--- config.mk ---
export PLATFORM = sky130hd
export DESIGN_NAME = pbdcs_div
export DESIGN_NICKNAME = d
export VERILOG_FILES = /design/src/sv/pbd_distance_constraint_solve_unit_assert.svh /design/src/sv/pbdcs_pkg.sv /design/src/sv/pbdcs_div.sv
export SDC_FILE = /design/constraint.sdc
export NUM_CORES = 1
export LEC_CHECK = 0
export BUFFER_PORTS_ARGS = -buffer_cell sky130_fd_sc_hd__buf_2
export CELL_PAD_IN_SITES_DETAIL_PLACEMENT = 1
export CELL_PAD_IN_SITES_GLOBAL_PLACEMENT = 1
export CORE_MARGIN = 3
export CORE_UTILIZATION = 39
export CTS_CLUSTER_DIAMETER = 50
export DETAILED_ROUTE_END_ITERATION = 8
export GPL_TIMING_DRIVEN = 0
export PLACE_DENSITY = 0.81
export SETUP_SLACK_MARGIN = 0.4
export SYNTH_ARGS = -nofsm -noshare
export SYNTH_HDL_FRONTEND = slang
export SYNTH_SLANG_ARGS = --single-unit
--- constraint.sdc ---
create_clock -name clk -period 8.45 [get_ports clk]
set_input_delay 0.845 -clock clk [delete_from_list [all_inputs] [get_ports clk]]
set_output_delay 0.845 -clock clk [all_outputs]
set_load 0.02 [all_outputs]
--- src/sv/pbd_distance_constraint_solve_unit_assert.svh ---
// Assertion macros shared by the solver RTL.
`ifndef PBD_DISTANCE_CONSTRAINT_SOLVE_UNIT_ASSERT_SVH
`define PBD_DISTANCE_CONSTRAINT_SOLVE_UNIT_ASSERT_SVH

// Same-cycle implication, sampled on clk, off while arst_n is low.
`define PBDCS_ASSERT_NOW(lbl, ante, cons, msg) \
	lbl: assert property (@(posedge clk) disable iff (!arst_n) (ante) |-> (cons)) \
		else $error(msg);

// Next-cycle implication, sampled on clk, off while arst_n is low.
`define PBDCS_ASSERT_NEXT(lbl, ante, cons, msg) \
	lbl: assert property (@(posedge clk) disable iff (!arst_n) (ante) |=> (cons)) \
		else $error(msg);

`endif

--- src/sv/pbdcs_pkg.sv ---
`default_nettype none
package pbdcs_pkg;

	localparam int DEF_VERTEX_COUNT = 1024;
	localparam int DEF_FRAC_BITS    = 16;

	localparam int IDX_W       = 10;
	localparam int POS_W       = 32;
	localparam int MASS_W      = 32;
	localparam int LEN_W       = 31;
	localparam int STIFF_W     = 16;
	localparam int ACC_W       = 32;
	localparam int DIFF_W      = 33;
	localparam int Q_W         = 30;
	localparam int SSUM_W      = 62;
	localparam int ROOT_W      = 31;
	localparam int DIST_W      = 34;
	localparam int DELTA_W     = 35;
	localparam int MUL_A_W     = 35;
	localparam int MUL_B_W     = 30;
	localparam int MUL_P_W     = MUL_A_W + MUL_B_W;
	localparam int DIV_DVD_W   = 64;
	localparam int DIV_DSR_W   = 33;
	localparam int DIV_QW      = 34;
	localparam int DIV_CNT_W   = 6;
	localparam int SQ_W        = 64;
	localparam int CFG_IDX_W   = 8;
	localparam int IN_TDATA_W  = 312;
	localparam int OUT_TDATA_W = 112;

	localparam logic [STIFF_W-1:0] STRETCH_RST  = 16'd3277;
	localparam logic [STIFF_W-1:0] COMPRESS_RST = 16'd0;

	localparam logic [CFG_IDX_W-1:0] CFG_STRETCH  = 8'd0;
	localparam logic [CFG_IDX_W-1:0] CFG_COMPRESS = 8'd1;

	localparam logic CMD_SOLVE = 1'b0;
	localparam logic CMD_CLEAR = 1'b1;

	typedef struct packed {
		logic                         clr;
		logic                         last;
		logic [IDX_W-1:0]             idx;
		logic [2:0][DELTA_W-1:0]      delta;
	} acc_req_t;

endpackage
`default_nettype wire

--- src/sv/pbdcs_div.sv ---
`default_nettype none
module pbdcs_div (
	input  wire                             clk,
	input  wire                             arst_n,
	input  wire                             start,
	input  wire  [pbdcs_pkg::DIV_DVD_W-1:0] dividend,
	input  wire  [pbdcs_pkg::DIV_DSR_W-1:0] divisor,
	input  wire  [pbdcs_pkg::DIV_CNT_W-1:0] nbits,
	output logic                            done,
	output logic [pbdcs_pkg::DIV_QW-1:0]    quotient
);
	import pbdcs_pkg::*;

	logic                 busy_q;
	logic                 done_q;
	logic [DIV_CNT_W-1:0] cnt_q;
	logic [DIV_DSR_W-1:0] rem_q;
	logic [DIV_DSR_W-1:0] dsr_q;
	logic [DIV_DVD_W-1:0] sh_q;
	logic [DIV_QW-1:0]    quo_q;
	logic [DIV_DSR_W+1:0] diff;
	logic                 qbit;

	// quotient fits in nbits bits, so the top of the dividend seeds the remainder
	assign diff = {1'b0, rem_q, sh_q[DIV_DVD_W-1]} - {2'b00, dsr_q};
	assign qbit = ~diff[DIV_DSR_W+1];

	always_ff @(posedge clk or negedge arst_n) begin
		if (!arst_n) begin
			busy_q <= 1'b0;
			done_q <= 1'b0;
			cnt_q  <= '0;
		end else begin
			done_q <= 1'b0;
			if (start) begin
				busy_q <= 1'b1;
				cnt_q  <= nbits;
			end else if (busy_q) begin
				cnt_q <= cnt_q - 1'b1;
				if (cnt_q == DIV_CNT_W'(1)) begin
					busy_q <= 1'b0;
					done_q <= 1'b1;
				end
			end
		end
	end

	always_ff @(posedge clk) begin
		if (start) begin
			rem_q <= DIV_DSR_W'(dividend >> nbits);
			sh_q  <= dividend << (7'(DIV_DVD_W) - 7'(nbits));
			dsr_q <= divisor;
			quo_q <= '0;
		end else if (busy_q) begin
			if (qbit) begin
				rem_q <= diff[DIV_DSR_W-1:0];
			end else begin
				rem_q <= {rem_q[DIV_DSR_W-2:0], sh_q[DIV_DVD_W-1]};
			end
			sh_q  <= sh_q << 1;
			quo_q <= {quo_q[DIV_QW-2:0], qbit};
		end
	end

	assign done     = done_q;
	assign quotient = quo_q;

endmodule
`default_nettype wire

; ---- Word level (Yosys, flattened, before mapping)
; Cells that the tools add are included.
[classes]
shift = 2
n_eq_ne = 1
reduce_logical = 1
add_sub_neg = 3
muxes = 13
bitwise = 1
[op_table]
columns = cell, count
row1 = $mux W64, 2
row2 = $mux W33, 3
row3 = $shl A64 B7 Y64, 1
row4 = $shr A64 B6 Y33, 1
row5 = $sub A34 B33 Y35, 1
row6 = $mux W6, 2
row7 = $sub A7 B6 Y7 const A, 1
row8 = $eq A6 B1 Y1 const B, 1
row9 = $mux W1, 6
row10 = $sub A6 B1 Y6 const B, 1
row11 = $reduce_bool A2 Y1, 1
row12 = $not A1 Y1, 1
[totals]
inputBits = 106
regBits = 172
elab_cells = 28

; ---- Depth between registers and ports, before layout
[logic_depth]
word_depth = 4
mapped_depth = 17
ltp_nobuf = 13

; ---- Worst setup path before layout
; OpenSTA, ideal clock, no wires.
[synth_timing]
kind = input -> register
from = in nbits[0] in the netlist's numbering
to = reg sh_q[58] (data pin)
path_slack_ps = 4377
setup_time_ps = 261
arrival_ps = 3812
n_path_buf = 7
required_ps = 8189
path_stages = 15
path_cell_list = buf_2 buf_2 inv_2 clkbuf_1 ha_1 buf_2 buf_2 buf_1 buf_2 mux4_2 nand2_1 o211ai_1 o211ai_1 o21ai_1 a221o_1
[synth_between]
elab_chain_len = 3
[synth_rtl]
columns = item, line_no
row1 = from (decl), pbdcs_div.sv:8  ; input wire [pbdcs_pkg::DIV_CNT_W-1:0] nbits,
row2 = $sub A7 B6 Y7, pbdcs_div.sv:51  ; sh_q <= dividend << (7'(DIV_DVD_W) - 7'(nbits));
row3 = $shl A64 B7 Y64, pbdcs_div.sv:51
row4 = $mux W64, pbdcs_div.sv:49  ; if (start) begin
row5 = to (signal assigned), pbdcs_div.sv:51
row6 = to (signal assigned), pbdcs_div.sv:60  ; sh_q <= sh_q << 1;
row7 = to (decl), pbdcs_div.sv:19  ; logic [DIV_DVD_W-1:0] sh_q;
; No other way between the ends.
; A chain may end at the register's enable or synchronous reset.

; ---- Worst setup path after layout
[layout_timing]
from = in nbits[0] in the netlist's numbering
to = reg sh_q[57] (data pin)
; Same word-level chain as after synthesis.

==> flow_summary.toml <==
[run_status]
status = "finished, final reports clean"

[floorplan]
dieArea_sq_um = 42300
io_pins = 141
dieHeight_microns = 206
die_w_microns = 206
fp.coreArea_sq_um = 39000
fp-row-count = 72
start_util_pct = 39.9

[clock_network]
clock_latency_ns = 0.46
clk_pin_slew_worst_paths_ns = 0.08
cts_setup_buffers = 0
ctsResizeCount = 0
cts_tree = "built"
cts_hold_buffers = 0
ctsHtreeMaxLevel = 4
cts-buffers-inserted = 17
clock_path_buffers = 2
cts.sinks = 172
cts_root_buf = "clkbuf_16"

[synthesis]
synth-seq-area-share_pct = 30.8
synth_mux_area_share_pct = 27.8
synth_top_area_share_pct = 25.1
netlist_top_cells_area = "edfxtp_1 25%, mux4_2 16%, mux2i_1 9.1%"
yosys_most_used_dff = "edfxtp_1"
yosys_warnings = 0
syn_nets = 1783
ys_seq_elements = 172
synth_top_area_cell = "edfxtp_1"
syn_area_sq_um = 15500
synth_edf_count = 130
synth_top_family_by_area = "multiplexers"
yosys.area_share.simple_pct = 13.2
syn_avg_cell_area_sq_um = 9.48
ys_types = 70
netlist_top_cells_count = "242 x nand2_1, 163 x nor2_1, 142 x mux2i_1, 130 x edfxtp_1, 112 x mux4_2"
yosys.cell_count.top_type = "nand2_1"
synth_adder_area_share_pct = 3.03
synth-xor-area-share_pct = 2.30
synthCells = 1640
synthArstFlopShare_pct = 4.65
synth_compound_area_share_pct = 17.7

[routing]
wl_per_cell_microns = 26.5
vias = 14700
dr.pass1.iters = 5
ant_nets = 0
drc_errors = 0
drtIter0Drc = 1765
viasPerCell = 6.32
finalWirelength_microns = 61800

[power]
ir_drop_uv = 156
power.density_nw_per_um2 = 233
p_leak_nw = 7.31

[setup_path]
required_ns = 8.63
cp.arrival_ns = 5.29
rr_worst_depth = 14
reg2reg_slack_ns = 4.76
crit_start = "nbits[0]"
criticalPathCategory = "in -> reg"
cp_cell_sequence = "buf_2 -> buf_2 -> inv_2 -> clkbuf_1 -> ha_1 -> clkbuf_1 -> xnor2_1 -> clkbuf_1 -> clkbuf_1 -> nor3_1 -> o21ai_0 -> nor2_1 -> a21oi_1 -> o221ai_1"
max_stage_delay_ns = 0.56
cpMostUsedCell = "clkbuf_1"
end_kind = "register"
worst_setup_path_start_kind = "input port"
rr_endpoint = "rem_q[16]"
cp_max_fo = 10
critPathCapture = "sh_q[57]"
r2r-start = "sh_q[63]"
crit_path_top_delay_cell = "xnor2_1"

[timing]
fin_crit_sh_pct = 60.4
final_max_slew_viol_count = 0
rsz0062_at_grt = "no"
setup-tns-final_ns = 0
fmax_ghz = 0.196
maxSlewHeadroom_pct = 34.7
fin_worst_skew_ns = 0.0133
min_period_ns = 5.11
setup_viol = 0
finalHoldViolCount = 0
tightest_slew_ns = 0.980

[layout]
stdcell_area_sq_um = 17500
seqCellArea_sq_um = 4780
final_nets = 1938
fill_cells = 4564
area_growth_syn_to_layout_pct = 12.5
final_cells = 2328
postLayoutCoreUtil_pct = 44.8
drive_gt1_share_pct = 20.5
multi_input_area_sq_um = 9950

[placement]
dp_hpwl_microns = 50000
dp.cells = 2294
portBuffers = 135
globalplace.congestion = 1.03
place_area_sq_um = 16900

[grt]
track_usage_pct = 29.2
grt_pass1_wl_microns = 93300
grt-ovfl-total = 0
antenna_found_initial = 1
grt_pass1_vias = 15000
grt_max_degree = 65

[worst_hold_path]
hold_path_class = "in -> async"

[job]
maxCapViolCount = 0
-- state kept, by name, summed over array words and instances, names as in the netlist --
| name | cells |
|---|---|
| sh_q | 64 |
| quotient | 34 |
| rem_q | 33 |
| cnt_q | 6 |
| dsr_q | 33 |
| busy_q | 1 |
| done | 1 |
-- metrics by stage --
stage	power [mW]	worst slack (ns)	hold WS, ns
after CTS	4.04	3.51	0.204
final	4.07	3.34	0.225
after global routing	4.30	3.08	0.205
after floorplan	2.63	4.38	0.502
after detailed placement	3.23	3.01	0.505
after global placement	3.16	2.54	0.490
-- critical path: cells and delay by family --
family | cells | cell delay (ns)
AND/OR/NAND/NOR | 2 | 0.26
XOR/XNOR | 1 | 0.56
AO/OA/AOI/OAI | 3 | 1.12
adder cells (fa/ha/maj) | 1 | 0.29
buffers and inverters | 7 | 2.18
-- metal layers --
| layer | GRT usage [%] | up-vias | routed length [microns] |
|---|---|---|---|
| li1 | - | 6491 | - |
| met1 | 39.9 | 7357 | 26000 |
| met2 | 45.6 | 747 | 28200 |
| met3 | 6.47 | 114 | 5510 |
| met4 | 10.8 | 0 | 2170 |
| met5 | 0 | - | 0 |
-- where the power goes --
| group | internal (mW) | switching [mW] | total, mW |
|---|---|---|---|
| combinational | 0.814 | 1.27 | 2.08 |
| sequential | 1.11 | 0.0857 | 1.19 |
| clock | 0.418 | 0.376 | 0.794 |
| total | 2.34 | 1.73 | 4.07 |
-- area by class of cell --
class	count	area share (%)
Timing Repair Buffer	136	4.02
Buffer	134	3.40
Tap cell	518	3.71
Clock buffer	18	2.45
Multi-Input combinational cell	1277	56.9
Inverter	57	1.24
Clock inverter	14	0.859
Sequential cell	172	27.4
Antenna cell	2	0.0286
-- cell usage in the layout, fill, tap and decap left out, drive strengths merged, types with 24 or more instances in the layout --
cell,count
o21ai,115
mux4,112
clkbuf,88
mux2,33
nor2,163
inv,66
a21oi,99
o2bb2ai,32
mux2i,142
nand2,242
buf,200
ha,36
a31oi,24
edfxtp,130
dfxtp,34
-- cell families (layout without fill, tap and decap cells) --
logic type	after synthesis	in the layout
other	0	2
muxes	287	287
xor gates and xnor gates	40	40
AOI/OAI and AO/OA	417	417
and+or+nand+nor	496	496
buffers and inverters	191	359
DFF	172	172
adders and majority gates	37	37
-- how the worst min path moves through the flow --
stage	startpoint	slack, ns	end	cells past startpoint
floorplan	sh_q[9]	0.50	sh_q[10]	1
global placement	quotient[0]	0.49	quotient[0]	2
detailed placement	quotient[0]	0.50	quotient[0]	2
CTS	arst_n	0.20	done	1
global route	arst_n	0.21	done	1
finish	arst_n	0.22	done	1
No activity file was read; power rests on OpenSTA's default activity.
