[config.mk]
export PLATFORM = sky130hd
export DESIGN_NAME = pbdcs_isqrt
export DESIGN_NICKNAME = d
export VERILOG_FILES = /design/src/sv/pbd_distance_constraint_solve_unit_assert.svh /design/src/sv/pbdcs_pkg.sv /design/src/sv/pbdcs_isqrt.sv
export SDC_FILE = /design/constraint.sdc
export NUM_CORES = 1
export LEC_CHECK = 0
export BUFFER_PORTS_ARGS = -buffer_cell sky130_fd_sc_hd__buf_2
export CORE_MARGIN = 8
export CORE_UTILIZATION = 45
export CTS_CLUSTER_DIAMETER = 80
export DETAILED_ROUTE_END_ITERATION = 10
export PLACE_DENSITY = 0.74
export SLEW_MARGIN = 0
export SYNTH_ARGS = -nofsm -noshare
export SYNTH_HDL_FRONTEND = slang
export SYNTH_SLANG_ARGS = --single-unit
export TNS_END_PERCENT = 100
[constraint.sdc]
create_clock -name clk -period 6 [get_ports clk]
set_input_delay 0.6 -clock clk [delete_from_list [all_inputs] [get_ports clk]]
set_output_delay 0.6 -clock clk [all_outputs]
set_load 0.01 [all_outputs]
[src/sv/pbd_distance_constraint_solve_unit_assert.svh]
// Assertion macros shared by the solver RTL.
`ifndef PBD_DISTANCE_CONSTRAINT_SOLVE_UNIT_ASSERT_SVH
`define PBD_DISTANCE_CONSTRAINT_SOLVE_UNIT_ASSERT_SVH

// Same-cycle implication, sampled on clk, off while arst_n is low.
`define PBDCS_ASSERT_NOW(lbl, ante, cons, msg) \
	lbl: assert property (@(posedge clk) disable iff (!arst_n) (ante) |-> (cons)) \
		else $error(msg);

// Next-cycle implication, sampled on clk, off while arst_n is low.
`define PBDCS_ASSERT_NEXT(lbl, ante, cons, msg) \
	lbl: assert property (@(posedge clk) disable iff (!arst_n) (ante) |=> (cons)) \
		else $error(msg);

`endif

[src/sv/pbdcs_pkg.sv]
`default_nettype none
package pbdcs_pkg;

	localparam int DEF_VERTEX_COUNT = 1024;
	localparam int DEF_FRAC_BITS    = 16;

	localparam int IDX_W       = 10;
	localparam int POS_W       = 32;
	localparam int MASS_W      = 32;
	localparam int LEN_W       = 31;
	localparam int STIFF_W     = 16;
	localparam int ACC_W       = 32;
	localparam int DIFF_W      = 33;
	localparam int Q_W         = 30;
	localparam int SSUM_W      = 62;
	localparam int ROOT_W      = 31;
	localparam int DIST_W      = 34;
	localparam int DELTA_W     = 35;
	localparam int MUL_A_W     = 35;
	localparam int MUL_B_W     = 30;
	localparam int MUL_P_W     = MUL_A_W + MUL_B_W;
	localparam int DIV_DVD_W   = 64;
	localparam int DIV_DSR_W   = 33;
	localparam int DIV_QW      = 34;
	localparam int DIV_CNT_W   = 6;
	localparam int SQ_W        = 64;
	localparam int CFG_IDX_W   = 8;
	localparam int IN_TDATA_W  = 312;
	localparam int OUT_TDATA_W = 112;

	localparam logic [STIFF_W-1:0] STRETCH_RST  = 16'd3277;
	localparam logic [STIFF_W-1:0] COMPRESS_RST = 16'd0;

	localparam logic [CFG_IDX_W-1:0] CFG_STRETCH  = 8'd0;
	localparam logic [CFG_IDX_W-1:0] CFG_COMPRESS = 8'd1;

	localparam logic CMD_SOLVE = 1'b0;
	localparam logic CMD_CLEAR = 1'b1;

	typedef struct packed {
		logic                         clr;
		logic                         last;
		logic [IDX_W-1:0]             idx;
		logic [2:0][DELTA_W-1:0]      delta;
	} acc_req_t;

endpackage
`default_nettype wire

[src/sv/pbdcs_isqrt.sv]
`default_nettype none
module pbdcs_isqrt (
	input  wire                          clk,
	input  wire                          arst_n,
	input  wire                          start,
	input  wire  [pbdcs_pkg::SSUM_W-1:0] radicand,
	output logic                         done,
	output logic [pbdcs_pkg::ROOT_W-1:0] root
);
	import pbdcs_pkg::*;

	logic            busy_q;
	logic            done_q;
	logic [SQ_W-1:0] n_q;
	logic [SQ_W-1:0] r_q;
	logic [SQ_W-1:0] bit_q;
	logic [SQ_W-1:0] trial;

	assign trial = r_q + bit_q;

	always_ff @(posedge clk or negedge arst_n) begin
		if (!arst_n) begin
			busy_q <= 1'b0;
			done_q <= 1'b0;
		end else begin
			done_q <= 1'b0;
			if (start) begin
				busy_q <= 1'b1;
			end else if (busy_q && bit_q[0]) begin
				busy_q <= 1'b0;
				done_q <= 1'b1;
			end
		end
	end

	// two radicand bits per cycle, lowest pair finishes
	always_ff @(posedge clk) begin
		if (start) begin
			n_q   <= SQ_W'(radicand);
			r_q   <= '0;
			bit_q <= SQ_W'(1) << (SQ_W - 2);
		end else if (busy_q) begin
			if (n_q >= trial) begin
				n_q <= n_q - trial;
				r_q <= (r_q >> 1) + bit_q;
			end else begin
				r_q <= r_q >> 1;
			end
			bit_q <= bit_q >> 2;
		end
	end

	assign done = done_q;
	assign root = r_q[ROOT_W-1:0];

endmodule
`default_nettype wire

* After elaboration in Yosys (flattened, before gate mapping)
Index checks and enable logic that the tools add are counted.
** Word-level totals
- Flip-flop bits (word level) :: 162
- Input port bits :: 65
- Output and inout bits :: 32
- Logic and storage cells :: 24
** Cells by class
- Add/subtract/negate cells :: 3
- $lt $le $gt $ge :: 1
- Multiplexer cells :: 8
- Reductions and logical operators :: 6
** Operators by type and width (number)
- $mux 62 :: 3
- $add 63x63->64 :: 1
- $add 64x63->64 :: 1
- $ge 64x64->1 :: 1
- $mux 64 :: 1
- $sub 64x64->64 :: 1
- $reduce_bool 2->1 :: 3
- $mux 1 :: 4
- $reduce_and 2->1 :: 2
- $logic_and 1x1->1 :: 1

* Logic depth before layout (Yosys ltp)
Gate-level depths: netlist of run 1.
- Depth in word-level cells :: 5
- Depth in mapped cells :: 24
- Gate-level depth less buffers :: 21

* Worst setup path before layout of run 1
Ideal clock, no wire load.
- Path type :: register to register
- Start :: register r_q[2]
- End :: register n_q[0] (enable)
- Library setup time :: 0.675 ns
- Data arrival time :: 5.311 ns
- Required time :: 5.325 ns
- Slack :: 0.014 ns
- Stages on the path, launching flop included :: 21
- Path buffers :: 1
- Clock period less this slack :: 5.986 ns
- Cell sequence :: dfxtp_1 ha_1 a31oi_1 a211oi_1 a31oi_1 o31ai_1 a21o_1 a311o_1 a41oi_1 o21bai_1 xnor2_1 ha_1 a21oi_1 o21ai_0 a22oi_1 o21ai_0 a21oi_1 o21ai_1 buf_2 o21ai_2 nand2_1
** Between the ends
- Cells in the longest elaborated chain, start to end :: 4
** Ends and longest elaborated chain
- start: declaration :: line pbdcs_isqrt.sv:15 : logic [SQ_W-1:0] r_q;
- start signal: assignment :: line pbdcs_isqrt.sv:45 : r_q <= (r_q >> 1) + bit_q;
- start signal: assignment :: line pbdcs_isqrt.sv:47 : r_q <= r_q >> 1;
- $add 64x63->64 :: line pbdcs_isqrt.sv:19 : assign trial = r_q + bit_q;
- $ge 64x64->1 :: line pbdcs_isqrt.sv:43 : if (n_q >= trial) begin
- $reduce_bool 2->1 (no line)
- $reduce_and 2->1 (no line)
- end signal: assignment :: line pbdcs_isqrt.sv:39 : n_q <= SQ_W'(radicand);
- end signal: assignment :: line pbdcs_isqrt.sv:44 : n_q <= n_q - trial;
- end: declaration :: line pbdcs_isqrt.sv:14 : logic [SQ_W-1:0] n_q;
Every way passes these cells.
A chain may end at the register's enable or synchronous reset.

* Worst setup path in the final report of run 1
- Start :: register r_q[0]
- End :: register r_q[43]
** Between the ends
- Cells in the longest elaborated chain, start to end :: 3
** Ends and longest elaborated chain (line)
- $add 64x63->64 :: pbdcs_isqrt.sv:19
- $ge 64x64->1 :: pbdcs_isqrt.sv:43
- $mux 64 :: pbdcs_isqrt.sv:43
Every way passes these cells.

==> results of run 1 <==
[power breakdown]
part | switching, mW | leakage [nW] | internal (mW)
sequential | 0.265 | 1.44 | 1.58
clock | 0.535 | 0.292 | 0.612
combinational | 3.05 | 5.14 | 1.84
total | 3.85 | 6.87 | 4.03
[flip-flops by register name, indices dropped and copies added (netlist names)]
signal / count
bit_q: 32
done: 1
n_q: 64
r_q: 64
busy_q: 1
[worst register-to-register path, stage by stage, from the launching register on]
cell	delay, ps
dfxtp_1	330
ha_1	240
ha_1	220
a21oi_1	260
o21ai_0	140
buf_4	170
and3b_1	220
o21ai_1	300
a311oi_2	160
o2111ai_1	400
a21oi_1	120
a21oi_1	160
xor2_1	300
ha_1	310
nand2_1	150
nor4_1	470
nor2b_1	230
a21oi_1	100
o21ai_2	310
or2_1	200
buf_12	240
o32ai_1	130
or3b_1	380
[kinds of logic (layout without fill, tap and decap cells)]
| logic type | count (synthesis) | in the layout | synth area share, % |
|---|---|---|---|
| buffers and inverters | 211 | 233 | 6.14 |
| AO/OA/AOI/OAI | 682 | 682 | 28.2 |
| multiplexers | 59 | 59 | 3.82 |
| XOR/XNOR | 138 | 138 | 7.56 |
| adder cells (fa/ha/maj) | 131 | 131 | 10.3 |
| AND/OR/NAND/NOR | 671 | 671 | 19.7 |
| flip-flops | 162 | 162 | 24.2 |
[repair_timing]
item,in CTS,in global routing
buffers inserted,0,1
resized for setup,1,5
hold endpoints to repair,2,0
setup endpoints to repair,2,97
hold buffers,1,0
pin swaps,0,1
[metal layers]
layer | routed length, um | part of all wire [%]
met4 | 1080 | 2.1
met3 | 4170 | 8.2
met2 | 21900 | 43
met5 | 0 | 0
met1 | 23400 | 46
[worst max path at each step]
stage	depth (start not counted)	slack [ps]	end
floorplan	20	10	n_q[0]
global placement	20	40	r_q[43]
CTS	21	150	r_q[43]
detailed placement	21	-20	r_q[43]
global route	20	-60	r_q[43]
finish	22	330	r_q[43]
[through the flow]
stage | util [%] | cell area [um2] | TNS [ps] | worst slack (ps) | cells
5_1_grt | 49.1 | 17300 | -104 | -64.9 | 2537
3_3_place_gp | 47.3 | 16700 | 0 | 38.6 | 2503
3_5_place_dp | 47.3 | 16700 | -17.8 | -17.8 | 2503
4_1_cts | 49.0 | 17300 | 0 | 152 | 2536
6_report | 49.1 | 17300 | 0 | 333 | 2537
2_1_floorplan | - | 16000 | 0 | 14.1 | 2054
[Yosys cell counts, types with 12 or more instances]
| library cell | instances | area share (%) |
|---|---|---|
| nand2_1 | 206 | 4.8 |
| nor2_1 | 184 | 4.3 |
| o21ai_0 | 174 | 5.4 |
| a21oi_1 | 133 | 4.2 |
| ha_1 | 130 | 10 |
| dfxtp_1 | 98 | 12 |
| clkbuf_1 | 76 | 1.8 |
| xnor2_1 | 71 | 3.9 |
| xor2_1 | 67 | 3.7 |
| edfxtp_1 | 62 | 12 |
| inv_1 | 59 | 1.4 |
| nand4_1 | 57 | 2.2 |
| a31oi_1 | 56 | 2.2 |
| nand3_1 | 52 | 1.6 |
| mux2i_1 | 46 | 2.9 |
| nor3_1 | 44 | 1.4 |
| o21bai_1 | 42 | 2.0 |
| a211oi_1 | 39 | 1.8 |
| a21o_1 | 39 | 1.8 |
| buf_4 | 34 | 1.6 |
| buf_2 | 23 | 0.72 |
| or3_1 | 23 | 0.90 |
| o211ai_1 | 22 | 1.0 |
| o21a_1 | 18 | 0.85 |
| a221oi_1 | 17 | 0.93 |
| a311oi_1 | 16 | 0.88 |
| and3_1 | 16 | 0.63 |
| nand2b_1 | 16 | 0.63 |
| nor2b_1 | 16 | 0.63 |
| a31o_2 | 13 | 0.71 |
| o21ai_1 | 13 | 0.41 |
| mux2_2 | 12 | 0.85 |
[final cells by class]
cell class              count  share of cell area, %
multi-input cells        1681                   64.5
flip-flops and latches    162                   22.4
repair buffers            141                   5.13
well taps                 461                   3.32
clock buffers              19                   2.62
inverters                  60                   1.30
clock inverters            13                  0.815
==> out/qor.csv, run 1 <==
metric;value;unit
endpoint_kind;register;
row_count;69;
r2r_end;r_q[43];
power;7.89;mW
cp_cell_sequence;ha_1 > ha_1 > a21oi_1 > o21ai_0 > buf_4 > and3b_1 > o21ai_1 > a311oi_2 > o2111ai_1 > a21oi_1 > a21oi_1 > xor2_1 > ha_1 > nand2_1 > nor4_1 > nor2b_1 > a21oi_1 > o21ai_2 > or2_1 > buf_12 > o32ai_1 > or3b_1;
syn_to_final_growth;8.48;%
worst_clock_skew;17.5;ps
grt_util_met1;34.2;%
whs_path_depth;3;
postRouteAntennaNets;0;
remaining_global_route_overflow;0;
start_kind;register;
grt_max_degree;75;
worst_path_arrival_time;5990;ps
p_per_area;455;nW/um2
cts-root-to-sink-buffers;2;
via_count;16000;
cts_buffers;17;
cts_tree;built;
outcome;finished clean;
die-width;205;um
multi_input_area;11200;um2
totalWireLength;50500;um
worstSkewPairLatency;450;ps
ys.warnings.count;0;
drt-wirelength-per-cell;19.9;um
cpPeakStageDelay;470;ps
via_per_inst;6.32;
numClockSinks;162;
floorplan.io_pins;97;
crit_fanout;37;
globalRouteTotalUtil;23.4;%
grt_first_pass_wirelength;80100;um
met3_usage;3.23;%
die_h;205;um
worstPathBufferInverterCount;2;
layout_min_cycle_time;5670;ps
portBuffers;96;
holdCritStartpoint;radicand[25];
gp_routability_congestion;0.960;
cell_family_with_most_cp_delay;compound AO/OA/AOI/OAI gates;
die_outline_area;41800;um2
number_of_drc_violations_after_detailed_routing;0;
synthesis.area;16000;um2
final-max-slew-violation-count;0;
clk_transition_reported_paths;80;ps
hold-worst-slack;422;ps
yosysSeqAreaShare;24.2;%
fmaxAchievable;176;MHz
antenna_cells;0;
worstHoldEndpoint;n_q[25];
gr-usage-met2;35.5;%
worstReg2RegStart;r_q[0];
syn_area_per_cell;7.79;um2
max_cap_viols;0;
synth.net_count;2250;
synthesis.instances;2054;
worst_path_most_repeated_cell;a21oi_1;
yosys.cell_types.count;94;
crit_start;r_q[0];
synth.ff_latch_count;162;
grt_pass1_vias;14800;
cts_htree_levels;4;
ff2ff_path_depth;22;
cts-root-buf;clkbuf_16;
drt_first_iter_violations;2037;
ir_worst_vdd;213;uV
slowest_stage;nor4_1;
tightest_slew;854;ps
grt-busiest-layer;met2;
timing.final.crit_share;94.4;%
setup.reg_to_reg.worst_slack;330;ps
tightest_slew_margin_relative_to_the_limit;42.2;%
most-common-layout-cells;nand2_1 (205), nor2_1 (184), o21ai_0 (173);
core_area;35300;um2
initial_utilization;45.3;%
drt_pass1_iterations;6;
min_path_type;in -> reg;
critical_path_class;reg -> reg;
final_nets;2259;
final-seq-area;3880;um2
final_common_cell;nand2_1;
critPathRequiredTime;6320;ps
drive_above_1_share;11.3;%
antenna_found_initial;0;
synth_enable_flop_cells;62;
synth_top_flop_cell;dfxtp_1;
fillCellCount;3413;
finalHoldViolCount;0;
place.detailed.hpwl;38200;um
setup_viol;0;
power.leakage;6.87;nW
share_of_async_settable_or_async_resettable_flops_after_synthesis;1.23;%
Note: power is estimated with default switching activity, not from simulation.
==> run 2, diff against run 1 <==
Settings changed: CORE_ASPECT_RATIO set to 0.8.
==> out/qor.csv, run 2 (synthesis results as in run 1) <==
metric;value;unit
outcome;finished clean;
syn_to_final_growth;11.5;%
die_h;185;um
p_per_area;464;nW/um2
drt_pass1_iterations;6;
fmaxAchievable;175;MHz
place.detailed.hpwl;40200;um
cts-root-to-sink-buffers;2;
drt-wirelength-per-cell;20.3;um
setup.reg_to_reg.worst_slack;290;ps
cts_buffers;17;
cts_htree_levels;4;
timing.critical_path.to;r_q[62];
worstPathBufferInverterCount;4;
crit_cells;22;
globalRouteTotalUtil;24.5;%
totalWireLength;53100;um
via_per_inst;6.35;
gp_routability_congestion;0.982;
initial_utilization;45.8;%
ff2ff_path_depth;22;
crit_fanout;12;
hold-worst-slack;420;ps
ir_worst_vdd;232;uV
tightest_slew_margin_relative_to_the_limit;33.8;%
max_cap_viols;0;
die_outline_area;41900;um2
finalHoldViolCount;0;
setup_viol;0;
timing.final.crit_share;95.2;%
crit_start;r_q[0];
start_kind;register;
min_path_type;in -> reg;
final-max-slew-violation-count;0;
worst_clock_skew;15.1;ps
floorplan.io_pins;97;
clk_transition_reported_paths;80;ps
worstSkewPairLatency;450;ps
cts_tree;built;
numClockSinks;162;
remaining_global_route_overflow;0;
r2r_end;r_q[62];
final_common_cell;nand2_1;
tightest_slew;992;ps
grt_first_pass_wirelength;83000;um
cpPeakStageDelay;590;ps
slowest_stage;or4_1;
layout_min_cycle_time;5710;ps
via_count;16600;
cts-root-buf;clkbuf_16;
grt_max_degree;81;
endpoint_kind;register;
postRouteAntennaNets;0;
worstReg2RegStart;r_q[0];
number_of_drc_violations_after_detailed_routing;0;
number_of_cells_after_detailed_placement;2573;
largest_registers;n_q: 64 flops, r_q: 64 flops, bit_q: 32 flops;
worst_path_arrival_time;6070;ps
die-width;227;um
layoutNonFillerInstCount;2611;
drt_first_iter_violations;2233;
antenna_found_initial;0;
grt_pass1_vias;15200;
power.leakage;7.16;nW
antenna_cells;0;
final_nets;2322;
most-common-layout-cells;nand2_1 (205), nor2_1 (184), o21ai_0 (173);
drive_above_1_share;14.2;%
cell_family_with_most_cp_delay;simple AND/OR/NAND/NOR gates;
portBuffers;96;
row_count;61;
critPathRequiredTime;6360;ps
cp_cell_sequence;ha_1 > ha_1 > a21oi_1 > o21ai_1 > and3b_1 > o21ai_1 > buf_4 > and3b_1 > nand2b_1 > xor2_1 > ha_1 > nand4_1 > or4_1 > nor4_2 > buf_4 > o21ba_2 > a21o_2 > buf_6 > or2_1 > buf_4 > mux2_4 > o41ai_2;
critical_path_class;reg -> reg;
core_area;34900;um2
==> run 2: report_power, final <==
part	leakage [nW]	internal [mW]	switching (mW)	total [mW]
Clock	0.285	0.595	0.554	1.15
Sequential	1.44	1.58	0.227	1.81
Combinational	5.43	2.06	3.25	5.31
Total	7.16	4.23	4.04	8.27
==> run 2: metrics by stage <==
| stage | area, um2 | setup TNS (ps) | setup slack, ps | util [%] | power [mW] |
|---|---|---|---|---|---|
| final | 17800 | 0 | 288 | 51.1 | 8.27 |
| after CTS | 17700 | 0 | 84.6 | 50.8 | 8.05 |
| after floorplan | 16000 | 0 | 14.1 | - | 5.38 |
| after global routing | 17800 | -36.2 | -27.4 | 51.1 | 8.81 |
| after detailed placement | 17100 | 0 | 130 | 49.0 | 6.86 |
| after global placement | 17100 | 0 | 294 | 49.0 | 6.82 |
==> run 2: what timing repair did <==
item                       4_1_cts  5_1_grt
resized for setup                0       19
hold endpoints to repair         2        0
hold buffers                     1        0
setup buffers                    0        4
setup endpoints to repair        0      134
==> run 2: worst min-delay path by stage <==
| stage | from | endpoint | slack (ps) | cells after the start |
|---|---|---|---|---|
| 2_1_floorplan | arst_n | busy_q | 300 | 0 |
| 3_3_place_gp | arst_n | done | 390 | 1 |
| 3_5_place_dp | arst_n | done | 390 | 1 |
| 4_1_cts | radicand[60] | n_q[60] | 410 | 3 |
| 5_1_grt | radicand[60] | n_q[60] | 430 | 3 |
| 6_report | radicand[60] | n_q[60] | 420 | 3 |
==> run 2: layout make-up <==
type	count	area, um2
clock inverters	14	164
well taps	472	591
flip-flops and latches	162	3880
fillers	3378	17100
clock buffers	18	429
inverters	60	225
repair buffers	203	1330
multi-input cells	1682	11200
==> run 2: worst register-to-register path, delay by kind of cell (launching register included) <==
kind / cells / cell delay, ps
AO/OA/AOI/OAI: 6 / 1280
XOR/XNOR: 1 / 70
adder cells (fa/ha/maj): 3 / 870
buffers and inverters: 4 / 800
flip-flops: 1 / 330
multiplexers: 1 / 330
AND/OR/NAND/NOR: 7 / 1930
==> run 2: layer usage <==
layer / routed length (um) / GRT usage, % / vias up
met4: 1010 / 6.11 / 0
li1: - / - / 7769
met2: 21600 / 34.9 / 990
met3: 5820 / 4.32 / 76
met5: 0 / 0 / -
met1: 24700 / 37.1 / 7744
